$ cat src/sv/mmdp_pkg.sv
package mmdp_pkg;

   // fixed field widths
   localparam int CFG_W     = 5;
   localparam int IDX_IN_W  = 4;
   localparam int VAL_W     = 16;
   localparam int MUL_W     = 2 * VAL_W;
   localparam int PROD_W    = 40;
   localparam int CSR_IDX_W = 2;

   localparam logic [CFG_W-1:0] CFG_RESET = 5'd16;

   // register indexes on the csr port
   typedef enum logic [CSR_IDX_W-1:0] {
      REG_ROWS_A    = 2'd0,
      REG_INNER_DIM = 2'd1,
      REG_COLS_B    = 2'd2,
      REG_UNUSED    = 2'd3
   } reg_idx_type;

   // request kinds carried in req_tuser
   typedef enum logic [1:0] {
      OP_WRITE_A = 2'd0,
      OP_WRITE_B = 2'd1,
      OP_COMPUTE = 2'd2,
      OP_NONE    = 2'd3
   } op_type;

   typedef enum logic [1:0] {
      ST_IDLE,
      ST_RUN,
      ST_DRAIN,
      ST_RESULT
   } state_type;

   typedef struct packed {
      logic wr_a;
      logic wr_b;
      logic start;
      logic issue;
      logic load_rsp;
   } cmd_type;

   typedef struct packed {
      logic wr_a_ok;
      logic wr_b_ok;
      logic cmp_ok;
      logic last_k;
      logic pipe_busy;
      logic rsp_free;
   } status_type;

endpackage

$ cat src/sv/mmdp_ctrl.sv
module mmdp_ctrl
   import mmdp_pkg::*;
(
   input  logic       clock,
   input  logic       reset,
   input  logic       req_valid,
   input  op_type     req_op,
   input  status_type stat,
   output logic       req_ready,
   output cmd_type    cmd
);

   state_type state_ff;
   state_type state_in;

   always_ff @(posedge clock) begin
      if (reset) begin
         state_ff <= ST_IDLE;
      end else begin
         state_ff <= state_in;
      end
   end

   always_comb begin
      state_in  = state_ff;
      cmd       = '0;
      req_ready = 1'b0;
      unique case (state_ff)
         ST_IDLE: begin
            req_ready = 1'b1;
            if (req_valid) begin
               unique case (req_op)
                  OP_WRITE_A: cmd.wr_a = stat.wr_a_ok;
                  OP_WRITE_B: cmd.wr_b = stat.wr_b_ok;
                  OP_COMPUTE: begin
                     cmd.start = 1'b1;
                     state_in  = stat.cmp_ok ? ST_RUN : ST_RESULT;
                  end
                  OP_NONE: ;
               endcase
            end
         end
         ST_RUN: begin
            cmd.issue = 1'b1;
            if (stat.last_k) begin
               state_in = ST_DRAIN;
            end
         end
         ST_DRAIN: begin
            if (!stat.pipe_busy) begin
               state_in = ST_RESULT;
            end
         end
         ST_RESULT: begin
            if (stat.rsp_free) begin
               cmd.load_rsp = 1'b1;
               state_in     = ST_IDLE;
            end
         end
      endcase
   end

endmodule

$ cat config.mk
export PLATFORM = sky130hd
export DESIGN_NAME = mmdp_ctrl
export DESIGN_NICKNAME = d
export VERILOG_FILES = /design/src/sv/mmdp_pkg.sv /design/src/sv/mmdp_ctrl.sv
export SDC_FILE = /design/constraint.sdc
export NUM_CORES = 1
export LEC_CHECK = 0
export CORE_AREA = 5 5 42 44
export DETAILED_ROUTE_END_ITERATION = 10
export DIE_AREA = 0 0 47 49
export DONT_BUFFER_PORTS = 1
export PLACE_DENSITY = 0.35
export SYNTH_ARGS = -nofsm -noshare
export SYNTH_HDL_FRONTEND = slang
export SYNTH_SLANG_ARGS = --single-unit
$ cat constraint.sdc
create_clock -name clock -period 1.5 [get_ports clock]
set_input_delay 0.225 -clock clock [delete_from_list [all_inputs] [get_ports clock]]
set_output_delay 0.225 -clock clock [all_outputs]
set_load 0.02 [all_outputs]
* After elaboration in Yosys (flattened, before gate mapping)
Cells that the tools add are included.
** Storage, ports and cells
- Logic and storage cells :: 30
- Bits in latches :: 0
- Register bits after elaboration :: 2
- ROM bits :: 0
- Bits in writable memories :: 0
- Bits of input ports :: 11
- Memories :: 0
** Cells by class
- Order comparisons :: 0
- Reductions and logical operators :: 3
- Bitwise gates (word level) :: 0
- $add $sub $neg :: 0
- Muxes and demuxes :: 16
- Eq/ne operators :: 10
- Shift-type cells :: 0
- $mul :: 0
- Div/mod/pow operators :: 0
** Operators with widths (count)
- $mux W2 :: 6
- $ne A2 B2 Y1 const B :: 4
- $pmux W2 S4 :: 1
- $mux W1 :: 7
- $eq A2 B2 Y1 const B :: 3
- $mux W3 :: 2
- $reduce_and A5 Y1 :: 1
- $eq A2 B1 Y1 const B :: 2
- $logic_not A2 Y1 :: 2
- $ne A2 B1 Y1 const B :: 1

* Depth between registers and ports, before layout
Gate-level depths: netlist of run 1.
- Depth after elaboration :: 4
- Gate-level depth with buffers :: 5
- Gate-level depth less buffers :: 5

* Worst setup path after synthesis of run 1
No wires, ideal clock.
- Path type :: register to output
- From :: register state_ff[0]
- To :: output cmd[4] (netlist name)
- Data required time :: 1.275 ns
- Path slack :: -0.386 ns
- Cell stages (with the launch flop) :: 5
- Arrival :: 1.661 ns
- Path buffers :: 0
- Cells stage by stage :: dfxtp_1 -> inv_1 -> ha_1 -> nand2_1 -> nor4b_1
** RTL lines
- from (decl) :: RTL line mmdp_ctrl.sv:13 : state_type state_ff;
- from (signal assigned) :: RTL line mmdp_ctrl.sv:20 : state_ff <= state_in;
- to (decl) :: RTL line mmdp_ctrl.sv:10 : output cmd_type cmd

* Final worst setup path of run 1
- From :: register state_ff[0]
- To :: register state_ff[1]
** On the way
- Longest elaborated chain between the ends :: 3
** Ends and longest elaborated chain
- $eq A2 B1 Y1, or another cell as far along :: RTL line mmdp_ctrl.sv:28 : unique case (state_ff)
- $ne A2 B2 Y1 (no source line) / $ne A2 B1 Y1 (equally long branches)
- $reduce_and A5 Y1 (no source line)
Parallel ways exist; a longest one is shown, timed or not.
A chain may end at the register's enable or synchronous reset.

==> results summary, run 1 <==
Counting instances in the post-synthesis netlist gives the leading cell types as sky130_fd_sc_hd__ha_1, sky130_fd_sc_hd__nand2b_1. Setup repair after global routing could not meet its margin everywhere. For this run, the detailed router's first-pass iteration total came to 1. The number of endpoints failing setup at the final stage is 3. The largest area contributor in the synthesized netlist is sky130_fd_sc_hd__ha_1. Walking the worst path, the cells encountered are buf_12 -> ha_4 -> and2b_2 -> a2111oi_4 -> mux2_4. The most used standard cell by instance count after synthesis is sky130_fd_sc_hd__ha_1. The TritonCTS clock tree is built. In this run the critical register-to-register path is launched from state_ff[0]. Hold is met by 0.179 ns. The share of synthesized area in the top cell type comes to 22.8%.

The number of H-tree levels is 1. The effective utilization at floorplan is 19.6%. The family of cells with the greatest summed delay on the critical path is flip-flops. The wire-length estimate of the detail-placed layout is 577 um.

In the routed design, unresolved DRC markers number 0. Derived from the worst setup path, the maximum achievable clock frequency is 0.627 GHz. The relative area change from synthesis to final layout is 67.6%. The number of input and output port buffers inserted came out at 0. Clock latency on the worst-skew pair, taken at its later pin, is 0.23 ns. The number of DRC violations after detailed-routing iteration 0 is 0. Entering global routing, the biggest net connects 5 pins.

By area, the combinational part of the netlist is dominated by simple AND/OR/NAND/NOR gates. The count of nets left with antenna violations once routing finished came out at 0. The number of antenna diodes came out at 0.

The placeable core area is 1400 um2. The placement-stage worst setup slack came out at -0.168 ns. Among all stages on the critical path, the largest delay is contributed by sky130_fd_sc_hd__dfxtp_4. The fraction of registers with async set/reset is 0%. Synthesis handed over a netlist of 28 instances. The number of placed I/O pins is 17. The delay of the slowest cell on the worst path came out at 0.35 ns. The highest ir drop seen on vdd came out at 0.000634 V. At the end of routability-driven placement, the weighted congestion stood at 0.735.

The largest registers in the layout are state_ff: 2 flops. The routed wire length is 649 um. The reg-to-reg critical path endpoint is state_ff[1]. The floorplan die width is 47 um. The setup clock skew after layout is 0.00491 ns. The synthesized area per cell is 9.79 um2. The path class of the tightest hold or removal check is in -> reg. The overflow left after global routing is 0. The final reports fail on negative setup slack. The cell row count is 14. The via density per instance is 4.29. The vias after detailed routing came out at 249. The number of storage elements in the synthesis netlist is 2. The number of global-route vias before repair came out at 279. STA puts the critical path data required time at 1.61 ns. The post-layout worst setup margin came out at -0.0937 ns. The hold violation total from the final report came out at 0. The buffer cell driving the clock tree root is sky130_fd_sc_hd__clkbuf_4.

The final critical-path share of the clock period is 106%. After Yosys synthesis, full adders, half adders and majority gates account for 22.8% of the synthesized area. The register with the most flip-flops in the final layout is state_ff. The startpoint identified for the worst hold timing path is reset.

Yosys attributes the largest share of cell area to sky130_fd_sc_hd__ha_1, sky130_fd_sc_hd__dfxtp_1, sky130_fd_sc_hd__a2111oi_4, sky130_fd_sc_hd__nand3b_4, sky130_fd_sc_hd__nand2b_1. The post-layout minimum cycle time came out at 1.59 ns. The synthesized-area fraction occupied by ao, oa, aoi and oai cells is 14.6%. The first-pass GRT wire length is 986 um. STA classifies the critical path startpoint as a flop.

The net count of the finished layout is 60. Global routing used 6.32% of the available tracks across all layers. The synthesized netlist devotes 0% of its cell area to XOR and XNOR gates. The fraction of final layout cells with drive strength greater than 1 came out at 66.7%.

The analysis attributes to cell leakage a power of 0.200 nW. The slack of the worst reg-to-reg path is -0.09 ns. The initial antenna violation count came out at 0. The largest fanout of any net on the critical path is 3. The synthesized design contains 0 enable-type register cells.

The flow ran to the end, but the final reports show violations. The number of clock sinks came out at 2. The simple-gate portion of the synthesized area is 36.1%. The non-filler instance count after layout came out at 58.

Yosys mapped the design onto 18 distinct sky130hd cell types. Among all flip-flop cells after synthesis, the most frequent one is sky130_fd_sc_hd__dfxtp_1. The pin slew with the least headroom to its limit came out at 0.331 ns. The post-synthesis instance area came out at 274 um2. Sequential cells were found to cover 14.6% of the synthesized design area. The number of flip-flops under the largest register name is 2. Clock-pin slew was measured on the worst setup and hold paths at 0.03 ns.

In this run the tightest slew margin relative to its limit is 77.9%. For hold timing, the worst endpoint is state_ff[0]. The utilization after layout is 32.8%. The detailed-route wire length per cell came out at 11.2 um. The deepest clock path buffer count came out at 2.

The multiplexer area fraction after synthesis came out at 9.13%. The post-synth net total is 44. The max-capacitance violation count is 0. The number of max-slew violations in the final report came to 0. The number of stages on the worst hold path came out at 2. The die boundary height is 49 um. By startpoint and endpoint, the worst setup path is classified as reg -> reg. The data arrival time of the critical path is 1.71 ns.

The CTS buffer count came out at 3. STA classifies the critical path endpoint as a flop. The worst reg2reg path depth is 5. The number of warning messages in the yosys log came out at 0. The number of buffers and inverters on the critical path is 1. Including well taps, the total number of placed cells is 53. The power density over the cells came out at 1950 nW/um2.

After routing, the total negative slack on setup checks comes to -0.242 ns. The die outline area is 2300 um2. After clock tree synthesis, the flow added hold-fix buffers numbering 0.
## stage by stage
step                      power, mW  cell area, um2
after floorplan               0.472             299
after global placement        0.667             399
after detailed placement      0.683             399
after CTS                     0.877             444
after global routing          0.980             459
final                         0.895             459
## cell type report
class	instances	area, um2
Timing Repair Buffer	11	95.1
Tap cell	16	20.0
Inverter	2	7.51
Fill cell	156	942
Clock buffer	3	22.5
Sequential cell	2	43.8
Multi-Input combinational cell	24	270
## where the power goes
| part | leakage, nW | total [mW] | internal (mW) | switching [mW] |
|---|---|---|---|---|
| combinational | 0.169 | 0.657 | 0.382 | 0.275 |
| clock | 0.0138 | 0.122 | 0.0884 | 0.0334 |
| sequential | 0.0171 | 0.116 | 0.0876 | 0.0285 |
## what timing repair did
item                                    in CTS  in global routing
pin swaps                                    2                  1
endpoints found under the setup margin       5                  5
cloned                                       0                  0
gates resized for setup                      3                  3
buffers inserted                             1                  1
## worst register-to-register path, delay by kind of cell, from the launching register on
family                     cells  cell delay [ns]
AOI/OAI and AO/OA              1             0.34
adders and majority gates      1             0.14
buffers and inverters          1             0.12
DFF                            1             0.35
muxes                          1             0.33
and+or+nand+nor                1             0.20
## cells in the final DEF, fill, tap and decap left out, types with 2 or more instances in the layout
cell type	count
sky130_fd_sc_hd__nand2b_1	3
sky130_fd_sc_hd__buf_4	10
sky130_fd_sc_hd__ha_4	2
sky130_fd_sc_hd__inv_2	2
sky130_fd_sc_hd__clkbuf_4	3
sky130_fd_sc_hd__ha_1	2
## kinds of logic (layout without fill, tap and decap cells)
family,after synthesis,after routing
AND/OR/NAND/NOR,14,14
AO/OA/AOI/OAI,3,3
buffers and inverters,2,16
flip-flops,2,2
multiplexers,2,2
adder cells (fa/ha/maj),5,5
## layer usage
| layer | wire length, um | share of wire [%] | GRT usage, % |
|---|---|---|---|
| met1 | 192 | 30 | 4.14 |
| met2 | 340 | 52 | 10.6 |
| met3 | 101 | 16 | 4.43 |
| met4 | 14 | 2.2 | 5.53 |
| met5 | 0 | 0 | 0 |
## how the worst max path moves through the flow
| stage | start | to | slack, ns | cells after the start |
|---|---|---|---|---|
| final | state_ff[0] | state_ff[1] | -0.09 | 5 |
| after global routing | state_ff[0] | cmd[4] | -0.16 | 5 |
| after CTS | state_ff[0] | state_ff[1] | -0.17 | 5 |
| after global placement | state_ff[0] | state_ff[1] | -0.13 | 5 |
| after detailed placement | state_ff[0] | state_ff[1] | -0.17 | 5 |
| after floorplan | state_ff[1] | cmd[3] | -0.14 | 4 |
Power figures use the tool's default switching activity.
==> run 2: changes to the inputs <==
--- a/config.mk
+++ b/config.mk
@@ -10,6 +10,8 @@
 export DIE_AREA = 0 0 47 49
 export DONT_BUFFER_PORTS = 1
 export PLACE_DENSITY = 0.35
+export SETUP_SLACK_MARGIN = 0.15
+export SKIP_CTS_REPAIR_TIMING = 1
 export SYNTH_ARGS = -nofsm -noshare
 export SYNTH_HDL_FRONTEND = slang
 export SYNTH_SLANG_ARGS = --single-unit
==> constraint.sdc (replaced) <==
create_clock -name clock -period 1.4 [get_ports clock]
set_input_delay 0.21 -clock clock [delete_from_list [all_inputs] [get_ports clock]]
set_output_delay 0.21 -clock clock [all_outputs]
set_load 0.02 [all_outputs]
==> run 2 against run 1 <==
The run still ends with negative setup slack left. Worst hold slack worse by 0.010 ns. Worst setup slack lost 0.072 ns. Register-to-register slack worse by 0.07 ns. First-iteration DRC count grew 1. Final cell count decreased by 1.7%. Final area rose by 3.5%. Maximum frequency increased by 1.8%.
==> results summary, run 2 (synthesis results as in run 1) <==
The clock latency reported for the late side of the worst-skew pair came to 0.23 ns (about the same). The cell sitting at the root of the clock tree is a sky130_fd_sc_hd__clkbuf_4. The data arrival time of the critical path was 1.67 ns (-0.04 ns). Broken down by cell family, the worst path's largest delay share belongs to compound AO/OA/AOI/OAI gates.

The vias after detailed routing was 247 (-0.80%). The number of placed instances, taps included is 50 (-5.7%). The global routing met3 resource utilization was 4.43% (unchanged). The hold violation total from the final report is 0 (unchanged). The slowest stage of the critical path is the sky130_fd_sc_hd__a2111oi_4 cell. The upper clock frequency limit came out at 0.639 GHz (+1.8%). The number of antenna diodes came to 0 (unchanged). The global routing stage identified its most utilized layer as met2. The net count of the finished layout is 58 (-3.3%). The floorplan die width came out at 47 um (unchanged).

The placeable core area is 1400 um2 (unchanged). The detailed-route wire length per cell is 10.4 um (-7.3%). The number of buffer and inverter stages on the critical path came out at 1 (unchanged). The largest fanout of any net on the critical path came out at 3 (unchanged). The CTS buffer count came to 3 (unchanged).

The fraction of final layout cells with drive strength greater than 1 came out at 70.7% (+4.1 points). The post-layout worst setup margin is -0.166 ns (-0.0722 ns). The startpoint identified for the worst register-to-register timing path is state_ff[1]. The run finished, with violations left.

The slack of the worst reg-to-reg path is -0.17 ns (-0.07 ns). The largest registers in the layout are state_ff: 2 flops. The number of clock sinks is 2 (unchanged). The overflow left after global routing came to 0 (unchanged). The number of placed I/O pins is 17 (unchanged). In this run the most critical hold path is launched from reset. The non-filler instance count after layout is 57 (-1.7%). The worst reg2reg path depth came to 5 (unchanged). The cell row count came out at 14 (unchanged).

The path type of the worst min-delay path is in -> reg. The fill cell total of the finished layout is 157 (+0.64%). The global router's overall resource usage is 5.49% (-0.83 points). The routed wire length came to 591 um (-8.9%).

The die boundary height is 49 um (unchanged). The critical path goes through inv_4 -> ha_4 -> and2b_2 -> a2111oi_4 -> mux2_4. The number of H-tree levels was 1 (unchanged).

The initial antenna violation count came out at 0 (unchanged). The number of max-slew violations in the final report is 0 (unchanged). The worst endpoint required time is 1.51 ns (-0.10 ns). The leakage power summed over all cells came out at 0.207 nW (+3.4%). The number of input and output port buffers inserted is 0 (unchanged). TritonCTS built the clock tree. The endpoint identified for the worst register-to-register timing path is state_ff[1]. The cell depth of the worst setup path is 5 (unchanged). From synthesis to final layout, the design area changed by 73.5%.

The pin count of the biggest net entering global routing was 5 (unchanged). The number of DRC violations after detailed-routing iteration 0 came out at 1 (+1). The number of flip-flops under the largest register name is 2 (unchanged). In the layout the commonest cells are sky130_fd_sc_hd__buf_4, sky130_fd_sc_hd__nand2b_1, sky130_fd_sc_hd__clkbuf_4. The worst-case headroom to the max-slew limit is 79.4% (+1.4 points). The die outline area was 2300 um2 (unchanged). The weighted congestion at the end of routability-driven global placement is 0.651 (-11%). The met1 track utilization from global routing is 5.69% (+1.5 points). The type of element capturing the critical path is a flop.

The library cell used most frequently in the layout, excluding fill and tap cells, is sky130_fd_sc_hd__buf_4. Setup repair after global routing could not meet its margin everywhere. The delay of the slowest cell on the worst path is 0.37 ns (+0.02 ns). The number of stages on the worst hold path came out at 2 (unchanged). The number of routed nets with antenna violations came out at 0 (unchanged). The via density per instance is 4.33 (+0.94%).

The hold-critical path endpoint is state_ff[0]. The number of DRC violations after detailed routing is 0 (unchanged). The length of the first detailed-routing pass in iterations came out at 2 (+1). The number of global-route vias before repair was 245 (-12%). The utilization after layout is 33.9% (+1.2 points). Ranked by flip-flop count, first place goes to state_ff. The setup clock skew after layout came out at 0.00463 ns (-0.000279 ns). The post-layout minimum cycle time was 1.57 ns (-0.0278 ns). The max-capacitance violation count is 0 (unchanged).

The highest ir drop seen on vdd came out at 0.000649 V (+2.3%). The startpoint kind of the worst setup timing path is a flop. The number of endpoints failing setup at the final stage is 4 (+1). The clock slew at the register clock pins of the worst setup and hold paths is 0.03 ns (about the same). The met2 track demand over resource in global routing came out at 7.69% (-2.9 points). The first-pass GRT wire length was 924 um (-6.3%). The power density over the cells came to 2030 nW/um2 (+4.0%).

The path type of the worst setup path is reg -> reg. The deepest clock path buffer count came to 2 (unchanged). The pin slew with the least headroom to its limit is 0.309 ns (-0.0214 ns). The final critical-path share of the clock period came out at 112% (+5.6 points). The effective utilization at floorplan came out at 19.6% (unchanged).

The final reports fail on negative setup slack.
[run 2: final cells by class]
type / instances / area (um2) / share of cell area (%)
Tap cell: 16 / 20.0 / 4.21
Multi-Input combinational cell: 24 / 304 / 63.9
Inverter: 2 / 12.5 / 2.63
Clock buffer: 4 / 26.3 / 5.53
Sequential cell: 2 / 45.0 / 9.47
Timing Repair Buffer: 9 / 67.6 / 14.2
[run 2: per-layer routing]
layer	wire length [um]	part of all wire, %
met5	0	0
met4	0	0
met3	106	18
met2	293	50
met1	191	32
[run 2: per-stage QoR]
stage | power, mW | worst slack [ns] | TNS (ns) | hold slack [ns] | instance area, um2
after floorplan | 0.562 | -0.130 | -0.174 | 0.380 | 339
after global placement | 0.703 | -0.177 | -0.221 | 0.396 | 404
after detailed placement | 0.703 | -0.171 | -0.232 | 0.413 | 404
after CTS | 0.857 | -0.275 | -0.816 | 0.168 | 430
after global routing | 1.05 | -0.239 | -0.782 | 0.157 | 475
final | 0.964 | -0.166 | -0.453 | 0.169 | 475
[run 2: worst max path at each step]
| stage | endpoint | slack (ns) | startpoint |
|---|---|---|---|
| after floorplan | state_ff[1] | -0.13 | state_ff[1] |
| after global placement | state_ff[1] | -0.18 | state_ff[0] |
| after detailed placement | state_ff[1] | -0.17 | state_ff[0] |
| after CTS | cmd[4] | -0.28 | state_ff[0] |
| after global routing | state_ff[1] | -0.24 | state_ff[1] |
| final | state_ff[1] | -0.17 | state_ff[1] |
[run 2: where the power goes]
part	total, mW	switching, mW	internal (mW)
combinational	0.678	0.296	0.382
sequential	0.142	0.0451	0.0968
clock	0.144	0.0380	0.106
==> run 3: changes to the inputs <==
--- a/config.mk
+++ b/config.mk
@@ -9,7 +9,7 @@
 export DETAILED_ROUTE_END_ITERATION = 10
 export DIE_AREA = 0 0 47 49
 export DONT_BUFFER_PORTS = 1
-export PLACE_DENSITY = 0.35
+export PLACE_DENSITY = 0.37
 export SETUP_SLACK_MARGIN = 0.15
 export SKIP_CTS_REPAIR_TIMING = 1
 export SYNTH_ARGS = -nofsm -noshare
==> run 3 against run 2 <==
The flow still finishes with violations (negative setup slack). Largest cell class unchanged. Final area is 0.79% higher. Critical path type unchanged. Maximum frequency is 1.4% higher. Sequential cell count unchanged. Die area unchanged. Via count decreased by 1.2%. Power rose by 3.9%. Critical endpoint unchanged. Wire length rose by 20%.
==> results summary, run 3 (synthesis results as in run 1) <==
The flow ran to the end, but the final reports show violations. The checks that failed: negative setup slack. The placeable core area was 1400 um2 (unchanged). The global router's overall resource usage came out at 7.24% (+1.8 points). The total design power came out at 1.00 mW (+3.9%). The buffer cell driving the clock tree root is sky130_fd_sc_hd__clkbuf_4. The initial antenna violation count came out at 0 (unchanged). The routed wire length was 709 um (+20%). The number of input and output port buffers inserted came out at 0 (unchanged). The number of stages on the worst hold path came to 2 (unchanged). The number of DRC violations after detailed-routing iteration 0 came out at 1 (unchanged).

The slack of the worst reg-to-reg path is -0.14 ns (+0.02 ns). The vias after detailed routing came out at 244 (-1.2%). The detailed placement HPWL came out at 622 um. STA classifies the critical path endpoint as a flop. The met2 track demand over resource in global routing came out at 12.4% (+4.8 points). The leakage power summed over all cells came out at 0.208 nW (+0.39%).

The via density per instance came to 4.28 (-1.2%). The number of max-slew violations in the final report was 0 (unchanged). The die boundary height was 49 um (unchanged). The first-pass GRT wire length is 1100 um (+19%). The length of the first detailed-routing pass in iterations is 2 (unchanged). The number of H-tree levels came out at 1 (unchanged).

The layer flagged by global routing as most heavily used is met2. The net count of the finished layout came out at 58 (unchanged). The clock latency reported for the late side of the worst-skew pair came out at 0.23 ns (about the same). The worst-case headroom to the max-slew limit is 79.9% (+0.49 points). The critical path starts at state_ff[0].

The final critical-path share of the clock period was 110% (-1.6 points). The weighted congestion at the end of routability-driven global placement came out at 0.775 (+19%). The detailed-route wire length per cell is 12.4 um (+20%). The number of antenna diodes came out at 0 (unchanged). The pin count of the biggest net entering global routing was 5 (unchanged). The floorplan die width is 47 um (unchanged).

The met1 track utilization from global routing is 5.03% (-0.66 points). In the layout the commonest cells are sky130_fd_sc_hd__buf_4, sky130_fd_sc_hd__nand2b_1, sky130_fd_sc_hd__clkbuf_4. The utilization after layout was 34.2% (+0.27 points). The largest fanout of any net on the critical path is 4 (+1). The max-capacitance violation count is 0 (unchanged). The number of routed nets with antenna violations is 0 (unchanged).

The fill cell total of the finished layout is 146 (-7.0%). In this run the critical register-to-register path is captured at state_ff[1]. Counting flops per register, the top entry is state_ff. The post-layout worst setup margin is -0.144 ns (+0.0223 ns).

The critical path is of the reg -> reg type. Setup repair after global routing could not meet its margin everywhere. The startpoint kind of the worst setup timing path is a flop.

The number of endpoints failing setup at the final stage is 4 (unchanged). The data arrival time of the critical path is 1.65 ns (-0.02 ns). The setup clock skew after layout is 0.00306 ns (-0.00157 ns). The clock slew at the register clock pins of the worst setup and hold paths came out at 0.03 ns (about the same). The worst endpoint required time is 1.51 ns (about the same). The highest ir drop seen on vdd is 0.000714 V (+10%).

TritonCTS built the clock tree. The effective utilization at floorplan came out at 19.6% (unchanged). The upper clock frequency limit came out at 0.648 GHz (+1.4%). The start of the worst register-to-register path is state_ff[0]. The cell row count is 14 (unchanged).

The hold violation total from the final report is 0 (unchanged). The largest registers in the layout are state_ff: 2 flops. Leaving out fill and tap cells, the most frequent cell in the layout is sky130_fd_sc_hd__buf_4.

The post-layout minimum cycle time is 1.54 ns (-0.0223 ns). The number of placed I/O pins came out at 17 (unchanged). The CTS buffer count is 3 (unchanged).

Relative to the synthesized area, the layout overhead comes to 74.9%. The number of global-route vias before repair came out at 283 (+16%). The launch point of the worst hold path is reset. The pin slew with the least headroom to its limit is 0.302 ns (-0.00729 ns). The overflow left after global routing was 0 (unchanged). The die outline area is 2300 um2 (unchanged). The number of DRC violations after detailed routing came out at 0 (unchanged).

The global routing met3 resource utilization was 7.01% (+2.6 points). The tightest min-delay check is of the in -> reg type. The worst reg2reg path depth came out at 5 (unchanged). The hold-critical path endpoint is state_ff[0]. The number of clock sinks is 2 (unchanged).

The power density over the cells came to 2090 nW/um2 (+3.1%). The number of flip-flops under the largest register name is 2 (unchanged). The fraction of final layout cells with drive strength greater than 1 came out at 70.7% (unchanged).

The deepest clock path buffer count came to 2 (unchanged).
## run 3: worst max path at each step
stage / depth (start not counted) / slack (ns) / endpoint
2_1_floorplan: 5 / -0.13 / state_ff[1]
3_3_place_gp: 5 / -0.12 / state_ff[1]
3_5_place_dp: 5 / -0.15 / state_ff[1]
4_1_cts: 5 / -0.29 / cmd[4]
5_1_grt: 5 / -0.20 / state_ff[1]
6_report: 5 / -0.14 / state_ff[1]
## run 3: cell type report
class,count,area [um2],share of cell area (%)
inverters,2,12.5,2.61
multi-input cells,24,304,63.4
repair buffers,9,71.3,14.9
clock buffers,4,26.3,5.48
flip-flops and latches,2,45.0,9.40
well taps,16,20.0,4.18
## run 3: critical path, cell delays in order (launching register included)
cell	delay, ns
sky130_fd_sc_hd__dfxtp_4	0.38
sky130_fd_sc_hd__inv_4	0.05
sky130_fd_sc_hd__ha_2	0.18
sky130_fd_sc_hd__and2_4	0.14
sky130_fd_sc_hd__a2111oi_4	0.36
sky130_fd_sc_hd__mux2_4	0.33
## run 3: layer usage
metal  wire length [um]  vias up
li1                   -      121
met1                212      108
met2                401       15
met3                 94        0
met4                  0        0
met5                  0        -
## run 3: metrics by stage
stage	setup WS (ns)	TNS, ns	hold slack, ns	instances	instance area [um2]
finish	-0.144	-0.457	0.154	57	479
global route	-0.199	-0.790	0.144	57	479
CTS	-0.292	-1.02	0.152	56	445
detailed placement	-0.150	-0.325	0.397	52	419
global placement	-0.123	-0.221	0.397	52	419
floorplan	-0.130	-0.174	0.380	28	339
## run 3: report_power, final
part | internal, mW | switching (mW) | leakage [nW]
combinational | 0.405 | 0.306 | 0.175
clock | 0.106 | 0.0400 | 0.0150
sequential | 0.0968 | 0.0472 | 0.0175
